==> src/hw/rtl/wtm_pkg.sv <==
// wtm_pkg: shared constants, codes and types for the windowed trimmed-mean block
// depends on nothing; imported by every module of the block
package wtm_pkg;

   localparam int SAMPLE_W     = 16;
   localparam int WINDOW_DEPTH = 16;
   localparam int IDX_W        = $clog2(WINDOW_DEPTH);
   localparam int FILL_W       = IDX_W + 1;
   localparam int TRIM_LOW     = 4;
   localparam int TRIM_HIGH    = 12;
   localparam int TRIM_SHIFT   = 3;
   localparam int SUM_W        = SAMPLE_W + TRIM_SHIFT;

   localparam logic [SAMPLE_W-1:0] DIFF_OFFSET = SAMPLE_W'(20000);

   // configuration port
   localparam int CSR_IDX_W  = 2;
   localparam int CSR_DATA_W = 16;
   localparam int SRC_SEL_W  = 2;

   localparam logic [CSR_IDX_W-1:0] CSR_SOURCE_SELECT    = 2'd0;
   localparam logic [CSR_IDX_W-1:0] CSR_ON_BOUNDARY      = 2'd1;
   localparam logic [CSR_IDX_W-1:0] CSR_HYSTERESIS_WIDTH = 2'd2;

   localparam logic [SRC_SEL_W-1:0] SRC_DIFFERENCE = 2'd0;
   localparam logic [SRC_SEL_W-1:0] SRC_SENSE      = 2'd1;
   localparam logic [SRC_SEL_W-1:0] SRC_REFERENCE  = 2'd2;

   localparam logic [SAMPLE_W-1:0]  ON_BOUNDARY_RST      = SAMPLE_W'(19750);
   localparam logic [SAMPLE_W-1:0]  HYSTERESIS_WIDTH_RST = SAMPLE_W'(70);

   typedef enum logic [2:0] {
      ST_IDLE,
      ST_REMOVE,
      ST_INSERT,
      ST_SUM,
      ST_FLAG
   } state_type;

   // sequencer to sorted window controls, sorted window status back
   typedef struct packed {
      logic remove;
      logic insert;
      logic sum;
   } sort_ctrl_type;

   typedef struct packed {
      logic full;
   } sort_stat_type;

endpackage

==> src/hw/rtl/wtm_if.sv <==
// wtm_if: valid/ready channel interfaces for the request and response words
// depends on wtm_pkg for field widths
interface wtm_req_if;
   logic                          valid;
   logic                          ready;
   logic [wtm_pkg::SAMPLE_W-1:0]  sense_count;
   logic [wtm_pkg::SAMPLE_W-1:0]  reference_count;

   modport source (output valid, output sense_count, output reference_count, input ready);
   modport sink   (input valid, input sense_count, input reference_count, output ready);
endinterface

interface wtm_rsp_if;
   logic                          valid;
   logic                          ready;
   logic [wtm_pkg::SAMPLE_W-1:0]  level_estimate;
   logic                          presence_flag;

   modport source (output valid, output level_estimate, output presence_flag,
                   input ready);
   modport sink   (input valid, input level_estimate, input presence_flag,
                   output ready);
endinterface

==> src/hw/rtl/wtm_ring.sv <==
// wtm_ring: sample ring memory with its write pointer
// depends on wtm_pkg; read-before-write returns the oldest sample one cycle later
module wtm_ring (
   input  logic                          clock,
   input  logic                          reset,
   input  logic                          wr_en,
   input  logic [wtm_pkg::SAMPLE_W-1:0]  wr_data,
   output logic [wtm_pkg::SAMPLE_W-1:0]  old_data
);
   import wtm_pkg::*;

   logic [SAMPLE_W-1:0] ring_mem [WINDOW_DEPTH];
   logic [SAMPLE_W-1:0] old_data_ff;
   logic [IDX_W-1:0]    wpos_ff;
   logic [IDX_W-1:0]    wpos_in;

   assign wpos_in  = wr_en ? wpos_ff + IDX_W'(1) : wpos_ff;
   assign old_data = old_data_ff;

   always_ff @(posedge clock) begin
      if (reset) begin
         wpos_ff <= '0;
      end else begin
         wpos_ff <= wpos_in;
      end
   end

   // entry being overwritten comes out on the next cycle
   always_ff @(posedge clock) begin
      if (wr_en) begin
         old_data_ff      <= ring_mem[wpos_ff];
         ring_mem[wpos_ff] <= wr_data;
      end
   end

endmodule

==> src/hw/rtl/wtm_sort_window.sv <==
// wtm_sort_window: ascending copy of the window with remove, insert and estimate
// depends on wtm_pkg; driven by the sequencer in the top level
module wtm_sort_window (
   input  logic                          clock,
   input  logic                          reset,
   input  wtm_pkg::sort_ctrl_type        ctrl,
   input  logic [wtm_pkg::SAMPLE_W-1:0]  old_sample,
   input  logic [wtm_pkg::SAMPLE_W-1:0]  new_sample,
   output wtm_pkg::sort_stat_type        stat,
   output logic [wtm_pkg::SAMPLE_W-1:0]  estimate
);
   import wtm_pkg::*;

   logic [SAMPLE_W-1:0] sorted_ff [WINDOW_DEPTH];
   logic [SAMPLE_W-1:0] sorted_in [WINDOW_DEPTH];
   logic [SAMPLE_W-1:0] removed   [WINDOW_DEPTH];
   logic [SAMPLE_W-1:0] inserted  [WINDOW_DEPTH];
   logic [WINDOW_DEPTH-1:0] le_new;
   logic [FILL_W-1:0]   cnt_ff;
   logic [FILL_W-1:0]   cnt_in;
   logic [SAMPLE_W-1:0] est_ff;
   logic [SAMPLE_W-1:0] est_in;
   logic [SUM_W-1:0]    trim_sum;
   logic                full;

   assign full      = (cnt_ff == FILL_W'(WINDOW_DEPTH));
   assign stat.full = full;
   assign estimate  = est_ff;

   // drop the first entry equal to the oldest sample, close the gap
   always_comb begin
      logic hit;
      hit = 1'b0;
      for (int i = 0; i < WINDOW_DEPTH; i++) begin
         hit = hit | (sorted_ff[i] == old_sample);
         if (hit && i < WINDOW_DEPTH - 1) begin
            removed[i] = sorted_ff[(i + 1) % WINDOW_DEPTH];
         end else begin
            removed[i] = sorted_ff[i];
         end
      end
   end

   // place the new sample after every valid entry not above it
   always_comb begin
      for (int i = 0; i < WINDOW_DEPTH; i++) begin
         le_new[i] = (FILL_W'(i) < cnt_ff) && (sorted_ff[i] <= new_sample);
      end
      for (int i = 0; i < WINDOW_DEPTH; i++) begin
         if (le_new[i]) begin
            inserted[i] = sorted_ff[i];
         end else if (i == 0) begin
            inserted[i] = new_sample;
         end else if (le_new[(i + WINDOW_DEPTH - 1) % WINDOW_DEPTH]) begin
            inserted[i] = new_sample;
         end else begin
            inserted[i] = sorted_ff[(i + WINDOW_DEPTH - 1) % WINDOW_DEPTH];
         end
      end
   end

   always_comb begin
      trim_sum = '0;
      for (int i = TRIM_LOW; i < TRIM_HIGH; i++) begin
         trim_sum = trim_sum + SUM_W'(sorted_ff[i]);
      end
   end

   always_comb begin
      sorted_in = sorted_ff;
      cnt_in    = cnt_ff;
      est_in    = est_ff;
      if (ctrl.remove) begin
         sorted_in = removed;
         cnt_in    = cnt_ff - FILL_W'(1);
      end else if (ctrl.insert) begin
         sorted_in = inserted;
         cnt_in    = cnt_ff + FILL_W'(1);
      end
      if (ctrl.sum) begin
         if (full) begin
            est_in = SAMPLE_W'(trim_sum >> TRIM_SHIFT);
         end else begin
            est_in = sorted_ff[cnt_ff[FILL_W-1:1]];
         end
      end
   end

   always_ff @(posedge clock) begin
      if (reset) begin
         cnt_ff <= '0;
      end else begin
         cnt_ff <= cnt_in;
      end
   end

   always_ff @(posedge clock) begin
      sorted_ff <= sorted_in;
      est_ff    <= est_in;
   end

endmodule

==> src/hw/rtl/windowed_trimmed_mean_hysteresis.sv <==
// windowed_trimmed_mean_hysteresis: top level, sequencer, csr bank and presence flag
// depends on wtm_pkg, wtm_if, wtm_ring and wtm_sort_window
//
//  channel   dir  handshake          word
//  req_chan  in   valid/ready        sense_count, reference_count
//  rsp_chan  out  valid/ready        level_estimate, presence_flag
//  csr_*     in   csr_wr_en only     csr_index, csr_wr_data
//
// one word passes through the idle step in which it is accepted and the ring
// written, then remove oldest from the sorted copy, insert, estimate, flag update;
// the response register loads in the flag update step.
// the sequencer handles one word at a time; the ring port and the sorted copy
// are the shared resources behind this.
// reset is synchronous and active high; it empties the window and clears the flag.
// a response still waiting holds the sequencer in its last step only; once it is
// taken the new response loads and the sequencer returns to idle for the next word.
module windowed_trimmed_mean_hysteresis (
   input  logic                            clock,
   input  logic                            reset,
   wtm_req_if.sink                         req_chan,
   wtm_rsp_if.source                       rsp_chan,
   input  logic                            csr_wr_en,
   input  logic [wtm_pkg::CSR_IDX_W-1:0]   csr_index,
   input  logic [wtm_pkg::CSR_DATA_W-1:0]  csr_wr_data
);
   import wtm_pkg::*;

   state_type             state_ff;
   state_type             state_in;
   sort_ctrl_type         sort_ctrl;
   sort_stat_type         sort_stat;

   logic [SRC_SEL_W-1:0]  src_sel_ff;
   logic [SAMPLE_W-1:0]   boundary_ff;
   logic [SAMPLE_W-1:0]   hyst_width_ff;

   logic [SAMPLE_W-1:0]   sample_ff;
   logic [SAMPLE_W-1:0]   sample_in;
   logic [SAMPLE_W-1:0]   old_sample;
   logic [SAMPLE_W-1:0]   estimate;

   logic                  presence_ff;
   logic                  presence_in;
   logic                  rsp_valid_ff;
   logic [SAMPLE_W-1:0]   rsp_est_ff;
   logic                  rsp_flag_ff;

   logic                  req_take;
   logic                  load_rsp;
   logic [SAMPLE_W:0]     clear_level;

   // csr bank, writes beyond the list fall through
   always_ff @(posedge clock) begin
      if (reset) begin
         src_sel_ff    <= SRC_DIFFERENCE;
         boundary_ff   <= ON_BOUNDARY_RST;
         hyst_width_ff <= HYSTERESIS_WIDTH_RST;
      end else if (csr_wr_en) begin
         case (csr_index)
            CSR_SOURCE_SELECT:    src_sel_ff    <= csr_wr_data[SRC_SEL_W-1:0];
            CSR_ON_BOUNDARY:      boundary_ff   <= csr_wr_data[SAMPLE_W-1:0];
            CSR_HYSTERESIS_WIDTH: hyst_width_ff <= csr_wr_data[SAMPLE_W-1:0];
            default: ;
         endcase
      end
   end

   // sample source; the unused select code falls back to the biased difference
   always_comb begin
      case (src_sel_ff)
         SRC_SENSE:     sample_in = req_chan.sense_count;
         SRC_REFERENCE: sample_in = req_chan.reference_count;
         default:       sample_in = DIFF_OFFSET + req_chan.sense_count
                                    - req_chan.reference_count;
      endcase
   end

   assign req_chan.ready = (state_ff == ST_IDLE);
   assign req_take       = req_chan.valid && (state_ff == ST_IDLE);

   always_ff @(posedge clock) begin
      if (req_take) begin
         sample_ff <= sample_in;
      end
   end

   wtm_ring u_ring (
      .clock    (clock),
      .reset    (reset),
      .wr_en    (req_take),
      .wr_data  (sample_in),
      .old_data (old_sample)
   );

   wtm_sort_window u_sort (
      .clock      (clock),
      .reset      (reset),
      .ctrl       (sort_ctrl),
      .old_sample (old_sample),
      .new_sample (sample_ff),
      .stat       (sort_stat),
      .estimate   (estimate)
   );

   // sequencer
   always_ff @(posedge clock) begin
      if (reset) begin
         state_ff <= ST_IDLE;
      end else begin
         state_ff <= state_in;
      end
   end

   always_comb begin
      state_in  = state_ff;
      sort_ctrl = '0;
      load_rsp  = 1'b0;
      case (state_ff)
         ST_IDLE: begin
            if (req_take) begin
               state_in = ST_REMOVE;
            end
         end
         ST_REMOVE: begin
            // the oldest sample only leaves a full window
            sort_ctrl.remove = sort_stat.full;
            state_in         = ST_INSERT;
         end
         ST_INSERT: begin
            sort_ctrl.insert = 1'b1;
            state_in         = ST_SUM;
         end
         ST_SUM: begin
            sort_ctrl.sum = 1'b1;
            state_in      = ST_FLAG;
         end
         ST_FLAG: begin
            // wait here while the previous response has not been taken
            if (!rsp_valid_ff || rsp_chan.ready) begin
               load_rsp = 1'b1;
               state_in = ST_IDLE;
            end
         end
         default: state_in = ST_IDLE;
      endcase
   end

   // presence with hysteresis, clear level formed at 17 bits without wrap
   assign clear_level = {1'b0, boundary_ff} + {1'b0, hyst_width_ff};

   always_comb begin
      presence_in = presence_ff;
      if (!presence_ff) begin
         if (estimate <= boundary_ff) begin
            presence_in = 1'b1;
         end
      end else if ({1'b0, estimate} >= clear_level) begin
         presence_in = 1'b0;
      end
   end

   always_ff @(posedge clock) begin
      if (reset) begin
         presence_ff  <= 1'b0;
         rsp_valid_ff <= 1'b0;
      end else begin
         if (load_rsp) begin
            presence_ff  <= presence_in;
            rsp_valid_ff <= 1'b1;
         end else if (rsp_chan.ready) begin
            rsp_valid_ff <= 1'b0;
         end
      end
   end

   // response word register
   always_ff @(posedge clock) begin
      if (load_rsp) begin
         rsp_est_ff  <= estimate;
         rsp_flag_ff <= presence_in;
      end
   end

   assign rsp_chan.valid          = rsp_valid_ff;
   assign rsp_chan.level_estimate = rsp_est_ff;
   assign rsp_chan.presence_flag  = rsp_flag_ff;

endmodule

==> src/flat_wrapper.sv <==
// flat-port wrapper written by rule: the top's interface ports become plain ports
module windowed_trimmed_mean_hysteresis_flat import wtm_pkg::*;
  (clock, reset, csr_wr_en, csr_index, csr_wr_data, req_chan_valid, req_chan_sense_count, req_chan_reference_count, req_chan_ready, rsp_chan_valid, rsp_chan_level_estimate, rsp_chan_presence_flag, rsp_chan_ready);
  wtm_req_if req_chan_i ();
  wtm_rsp_if rsp_chan_i ();
  input  logic clock;
  input  logic reset;
  input  logic csr_wr_en;
  input  logic [wtm_pkg::CSR_IDX_W-1:0] csr_index;
  input  logic [wtm_pkg::CSR_DATA_W-1:0] csr_wr_data;
  input wire logic [$bits(req_chan_i.valid)-1:0] req_chan_valid;
  input wire logic [$bits(req_chan_i.sense_count)-1:0] req_chan_sense_count;
  input wire logic [$bits(req_chan_i.reference_count)-1:0] req_chan_reference_count;
  output wire logic [$bits(req_chan_i.ready)-1:0] req_chan_ready;
  output wire logic [$bits(rsp_chan_i.valid)-1:0] rsp_chan_valid;
  output wire logic [$bits(rsp_chan_i.level_estimate)-1:0] rsp_chan_level_estimate;
  output wire logic [$bits(rsp_chan_i.presence_flag)-1:0] rsp_chan_presence_flag;
  input wire logic [$bits(rsp_chan_i.ready)-1:0] rsp_chan_ready;
  assign req_chan_i.valid = req_chan_valid;
  assign req_chan_i.sense_count = req_chan_sense_count;
  assign req_chan_i.reference_count = req_chan_reference_count;
  assign req_chan_ready = req_chan_i.ready;
  assign rsp_chan_valid = rsp_chan_i.valid;
  assign rsp_chan_level_estimate = rsp_chan_i.level_estimate;
  assign rsp_chan_presence_flag = rsp_chan_i.presence_flag;
  assign rsp_chan_i.ready = rsp_chan_ready;
  windowed_trimmed_mean_hysteresis u_core (.clock(clock), .reset(reset), .req_chan(req_chan_i), .rsp_chan(rsp_chan_i), .csr_wr_en(csr_wr_en), .csr_index(csr_index), .csr_wr_data(csr_wr_data));
endmodule
==> config.mk <==
export PLATFORM = sky130hd
export DESIGN_NAME = windowed_trimmed_mean_hysteresis_flat
export DESIGN_NICKNAME = d
export VERILOG_FILES = /design/src/hw/rtl/wtm_pkg.sv /design/src/hw/rtl/wtm_if.sv /design/src/hw/rtl/wtm_ring.sv /design/src/hw/rtl/wtm_sort_window.sv /design/src/hw/rtl/windowed_trimmed_mean_hysteresis.sv /design/src/flat_wrapper.sv
export SDC_FILE = /design/constraint.sdc
export NUM_CORES = 2
export LEC_CHECK = 0
export BUFFER_PORTS_ARGS = -buffer_cell sky130_fd_sc_hd__buf_4
export CORE_MARGIN = 3
export CORE_UTILIZATION = 40
export CTS_BUF_LIST = sky130_fd_sc_hd__clkbuf_16
export CTS_CLUSTER_SIZE = 40
export DETAILED_ROUTE_END_ITERATION = 7
export PLACE_DENSITY = 0.52
export SLEW_MARGIN = 0
export SYNTH_ARGS = -nofsm -noshare
export SYNTH_HDL_FRONTEND = slang
export SYNTH_HIERARCHICAL = 1
export SYNTH_SLANG_ARGS = --single-unit
export TNS_END_PERCENT = 50
==> constraint.sdc <==
create_clock -name clock -period 10.4 [get_ports clock]
set_input_delay 1.04 -clock clock [delete_from_list [all_inputs] [get_ports clock]]
set_output_delay 1.04 -clock clock [all_outputs]
set_load 0.05 [all_outputs]
==> run_summary.xml <==
<?xml version="1.0" encoding="UTF-8"?>
<metrics>
  <group name="placed_design">
    <metric name="hpwlAfterDp" unit="um">128900</metric>
    <metric name="placement.io_buffers" unit="">73</metric>
    <metric name="gp_routability_congestion" unit="">1.017</metric>
    <metric name="placed_instance_area" unit="um2">45660</metric>
  </group>
  <group name="setup_path">
    <metric name="path_max_fanout" unit="">57</metric>
    <metric name="chain_of_cells_forming_the_critical_path" unit="">clkinv_1 &gt; ha_1 &gt; nand3_1 &gt; clkinv_1 &gt; nor4bb_4 &gt; inv_4 &gt; nand2_4 &gt; buf_4 &gt; a21oi_1 &gt; a221o_1</metric>
    <metric name="worst-endpoint-required" unit="ns">10.90</metric>
    <metric name="critPathMostFrequentCell" unit="">sky130_fd_sc_hd__clkinv_1</metric>
    <metric name="worstRegToRegCells" unit="">10</metric>
    <metric name="crit_path_top_delay_cell" unit="">sky130_fd_sc_hd__a21oi_1</metric>
    <metric name="startpoint_type" unit="">register</metric>
    <metric name="endpoint_kind" unit="">register</metric>
    <metric name="timing.setup.critical_path_class" unit="">register to register</metric>
    <metric name="critical_path.top_delay_family" unit="">buffers and inverters</metric>
    <metric name="reg2reg_to" unit="">u_core/u_sort/sorted_ff[53]$_DFFE_PP_</metric>
    <metric name="critical_path.max_stage_delay" unit="ns">1.09</metric>
    <metric name="reg2reg_from" unit="">u_core/u_sort/cnt_ff[1]$_SDFFE_PP0P_</metric>
    <metric name="critical_path.n_buffers_inverters" unit="">4</metric>
    <metric name="worst_path_arrival_time" unit="ns">6.99</metric>
    <metric name="worst_setup_slack_for_register_to_register_paths" unit="ns">3.91</metric>
  </group>
  <group name="yosys">
    <metric name="ys_async_sr_fraction" unit="">0</metric>
    <metric name="cell_with_the_most_instances_after_synthesis" unit="">sky130_fd_sc_hd__edfxtp_1</metric>
    <metric name="ys_dominant_reg_cell" unit="">sky130_fd_sc_hd__edfxtp_1</metric>
    <metric name="syn_avg_cell_area" unit="um2">11.25</metric>
    <metric name="syn-instance-count" unit="">3862</metric>
    <metric name="post_synth_main_area_contributors" unit="">sky130_fd_sc_hd__edfxtp_1, sky130_fd_sc_hd__ha_1, sky130_fd_sc_hd__mux4_2</metric>
    <metric name="count_of_warnings_emitted_by_yosys" unit="">6</metric>
    <metric name="post-synth-top-area-fraction" unit="">0.3986</metric>
    <metric name="yosys.cell_types.count" unit="">85</metric>
    <metric name="yosys_register_bits" unit="">625</metric>
    <metric name="ys_seq_area_frac" unit="">0.4207</metric>
    <metric name="synth_enable_flop_cells" unit="">577</metric>
    <metric name="netlist.top_cell.by_area" unit="">sky130_fd_sc_hd__edfxtp_1</metric>
    <metric name="synth_fp_nets" unit="">4374</metric>
    <metric name="synth_common_cells" unit="">sky130_fd_sc_hd__edfxtp_1, sky130_fd_sc_hd__ha_1, sky130_fd_sc_hd__inv_1</metric>
    <metric name="netlist_area" unit="um2">43470</metric>
  </group>
  <group name="floorplanning">
    <metric name="initial_utilization" unit="">0.4043</metric>
    <metric name="chipHeight" unit="um">335.6</metric>
    <metric name="fp.dieArea" unit="um2">112700</metric>
    <metric name="die_width" unit="um">335.6</metric>
    <metric name="standard_cell_core_area" unit="um2">107500</metric>
    <metric name="boundaryPins" unit="">74</metric>
    <metric name="rows" unit="">120</metric>
  </group>
  <group name="hold_path">
    <metric name="timing.hold.worst.class" unit="">register to register</metric>
    <metric name="hold_path_depth" unit="">2</metric>
    <metric name="holdCritStartpoint" unit="">u_core/hyst_width_ff[9]$_SDFFE_PP0P_</metric>
    <metric name="holdPathEnd" unit="">u_core/hyst_width_ff[9]$_SDFFE_PP0P_</metric>
  </group>
  <group name="route">
    <metric name="ant_nets" unit="">0</metric>
    <metric name="vias" unit="">34730</metric>
    <metric name="routedWlPerCell" unit="um">34.49</metric>
    <metric name="drt-pass1-iter-count" unit="">6</metric>
    <metric name="drc" unit="">0</metric>
    <metric name="drt-vias-per-instance" unit="">6.467</metric>
    <metric name="totalWireLength" unit="um">185300</metric>
    <metric name="detail_route.iter0.violations" unit="">4344</metric>
  </group>
  <group name="status">
    <metric name="status" unit="">finished, final reports clean</metric>
  </group>
  <group name="finish">
    <metric name="finish.instance_area" unit="um2">48160</metric>
    <metric name="layout.nets" unit="">4415</metric>
    <metric name="layout-area-overhead-vs-synth" unit="%">10.79</metric>
    <metric name="layout.filler_cells" unit="">10110</metric>
    <metric name="drive_gt1_frac" unit="">0.1172</metric>
  </group>
  <group name="clock_network">
    <metric name="clk_pin_slew_worst_paths" unit="ns">0.06</metric>
    <metric name="clk_path_buf_depth" unit="">3</metric>
    <metric name="clock_tree_from_tritoncts" unit="">built</metric>
    <metric name="cts_post_setup_buffers_inserted" unit="">0</metric>
    <metric name="cts.htree.levels" unit="">3</metric>
    <metric name="clk-insertion-delay-late" unit="ns">0.70</metric>
    <metric name="tritoncts.num_buffers" unit="">76</metric>
    <metric name="clock_tree.root_cell" unit="">sky130_fd_sc_hd__clkbuf_16</metric>
    <metric name="cts-hold-fix-buffers" unit="">0</metric>
    <metric name="cts_resized" unit="">0</metric>
    <metric name="cts.sink_count" unit="">625</metric>
  </group>
  <group name="timing">
    <metric name="worst_slew_margin_rel" unit="">0.1012</metric>
    <metric name="finalClockSkew" unit="ns">0.06737</metric>
    <metric name="timing_max_transition_violations_final" unit="">0</metric>
    <metric name="max_slew.worst_pin.slew" unit="ns">1.314</metric>
    <metric name="setup_viol" unit="">0</metric>
    <metric name="timing.final.crit_period" unit="ns">6.495</metric>
    <metric name="max_fclk" unit="GHz">0.1540</metric>
    <metric name="setup_total_neg_slack" unit="ns">0</metric>
    <metric name="timing.final.hold_violations" unit="">0</metric>
    <metric name="final.period_utilization" unit="">0.6245</metric>
    <metric name="grt_setup_unrepaired" unit="">no</metric>
  </group>
  <group name="pwr">
    <metric name="powerDensity" unit="nW/um2">195.6</metric>
    <metric name="vdd.ir_drop.worst" unit="uV">229.2</metric>
    <metric name="leakage" unit="nW">18.25</metric>
  </group>
  <group name="grt">
    <metric name="vias_in_the_first_global_route" unit="">33630</metric>
    <metric name="grt_pass1_wl" unit="um">257500</metric>
    <metric name="global_route_usage_sum" unit="">0.3239</metric>
    <metric name="grt_overflow" unit="">0</metric>
    <metric name="antenna_found_initial" unit="">4</metric>
    <metric name="grt_start_max_net_pins" unit="">101</metric>
  </group>
  <group name="run">
    <metric name="reported_max_cap_violation_count" unit="">0</metric>
  </group>
</metrics>
state kept, by name, indices dropped and copies added (netlist names):
name	cells
u_core/rsp_chan.level_estimate	16
u_core/u_sort/sorted_ff	240
u_core/presence_ff	1
u_core/u_sort/estimate	16
u_core/u_ring/ring_mem	256
u_core/sample_ff	16
u_core/rsp_chan.valid	1
u_core/hyst_width_ff	16
u_core/state_ff	3
u_core/u_sort/cnt_ff	5
u_core/u_ring/wpos_ff	4
u_core/u_sort/removed	16
u_core/boundary_ff	16
u_core/u_ring/old_data	16
u_core/src_sel_ff	2
u_core/rsp_chan.presence_flag	1
final cells by class:
class	instances	area [um2]	share of cell area
multi-input cells	2702	23050	0.4787
flip-flops and latches	625	18300	0.3800
clock buffers	77	1927	0.04001
well taps	1403	1755	0.03645
repair buffers	181	1359	0.02822
inverters	317	1192	0.02476
clock inverters	64	566.8	0.01177
diodes	2	5.005	0.0001039
worst max path at each step:
| stage | startpoint | endpoint | cells past startpoint |
|---|---|---|---|
| 6_report | u_core/u_sort/cnt_ff[1]$_SDFFE_PP0P_ | u_core/u_sort/sorted_ff[53]$_DFFE_PP_ | 10 |
| 4_1_cts | u_core/u_sort/cnt_ff[1]$_SDFFE_PP0P_ | u_core/u_sort/sorted_ff[53]$_DFFE_PP_ | 10 |
| 3_5_place_dp | u_core/u_sort/cnt_ff[1]$_SDFFE_PP0P_ | u_core/u_sort/sorted_ff[53]$_DFFE_PP_ | 10 |
| 2_1_floorplan | u_core/u_sort/sorted_ff[67]$_DFFE_PP_ | u_core/u_sort/estimate[13]$_DFFE_PP_ | 17 |
| 3_3_place_gp | u_core/u_sort/cnt_ff[1]$_SDFFE_PP0P_ | u_core/u_sort/sorted_ff[52]$_DFFE_PP_ | 10 |
| 5_1_grt | u_core/u_sort/cnt_ff[1]$_SDFFE_PP0P_ | u_core/u_sort/sorted_ff[55]$_DFFE_PP_ | 10 |
through the flow:
stage | hold slack (ns) | std cells | setup WS [ns] | power (mW) | util
2_1_floorplan | 0.4264 | 3862 | 5.830 | 5.334 | -
3_3_place_gp | 0.4500 | 5228 | 4.327 | 6.678 | 0.4247
3_5_place_dp | 0.4556 | 5228 | 4.222 | 6.695 | 0.4247
4_1_cts | 0.4635 | 5369 | 4.150 | 9.371 | 0.4479
5_1_grt | 0.4870 | 5369 | 3.687 | 9.861 | 0.4479
6_report | 0.4634 | 5371 | 3.905 | 9.421 | 0.4480
cells by family after synthesis:
logic type,share of synthesized area
and+or+nand+nor,0.09450
muxes,0.09211
adders and majority gates,0.1481
xor gates and xnor gates,0.05662
AOI/OAI and AO/OA,0.1367
DFF,0.4207
buffers and inverters,0.05124
power breakdown:
part	internal (mW)	total (mW)	switching [mW]
Combinational	1.20	3.48	2.28
Clock	1.49	2.68	1.18
Sequential	3.00	3.26	0.262
Total	5.70	9.42	3.72
layout by cell type, fill, tap and decap left out, types with 14 or more instances in the layout:
master                      instances
sky130_fd_sc_hd__a211oi_1          15
sky130_fd_sc_hd__a21o_1            74
sky130_fd_sc_hd__a21oi_1          137
sky130_fd_sc_hd__a221o_1           50
sky130_fd_sc_hd__a221oi_1          20
sky130_fd_sc_hd__a22oi_1           51
sky130_fd_sc_hd__and2_1            38
sky130_fd_sc_hd__and3_1            24
sky130_fd_sc_hd__buf_4            181
sky130_fd_sc_hd__clkbuf_16         77
sky130_fd_sc_hd__clkinv_1          20
sky130_fd_sc_hd__dfxtp_1           43
sky130_fd_sc_hd__edfxtp_1         577
sky130_fd_sc_hd__fa_1              96
sky130_fd_sc_hd__ha_1             361
sky130_fd_sc_hd__inv_1            330
sky130_fd_sc_hd__mux2_2            24
sky130_fd_sc_hd__mux2i_1          157
sky130_fd_sc_hd__mux4_2            96
sky130_fd_sc_hd__nand2_1          291
sky130_fd_sc_hd__nand3_1           72
sky130_fd_sc_hd__nand3b_1          14
sky130_fd_sc_hd__nand4_1           71
sky130_fd_sc_hd__nor2_1           158
sky130_fd_sc_hd__nor2b_1           32
sky130_fd_sc_hd__nor3_1            38
sky130_fd_sc_hd__nor4_1            60
sky130_fd_sc_hd__o211ai_1          53
sky130_fd_sc_hd__o21a_1            50
sky130_fd_sc_hd__o21ai_0          100
sky130_fd_sc_hd__o221ai_1          32
sky130_fd_sc_hd__o22ai_1          103
sky130_fd_sc_hd__o311ai_0          48
sky130_fd_sc_hd__xnor2_1           63
sky130_fd_sc_hd__xor2_1           218
worst register-to-register path, delay by kind of cell, from the launching register on:
kind | cells | cell delay [ns]
adders and majority gates | 1 | 0.33
and+or+nand+nor | 3 | 1.35
DFF | 1 | 0.87
AOI/OAI and AO/OA | 2 | 1.42
buffers and inverters | 4 | 2.33
metal layers:
| layer | track usage | vias to the layer above | share of wire |
|---|---|---|---|
| li1 | - | 14640 | - |
| met1 | 0.4132 | 17120 | 0.38 |
| met2 | 0.4780 | 2316 | 0.42 |
| met3 | 0.1026 | 650 | 0.12 |
| met4 | 0.1978 | 6 | 0.074 |
| met5 | 0.008684 | - | 0.00084 |
Note: power is estimated with default switching activity, not from simulation.
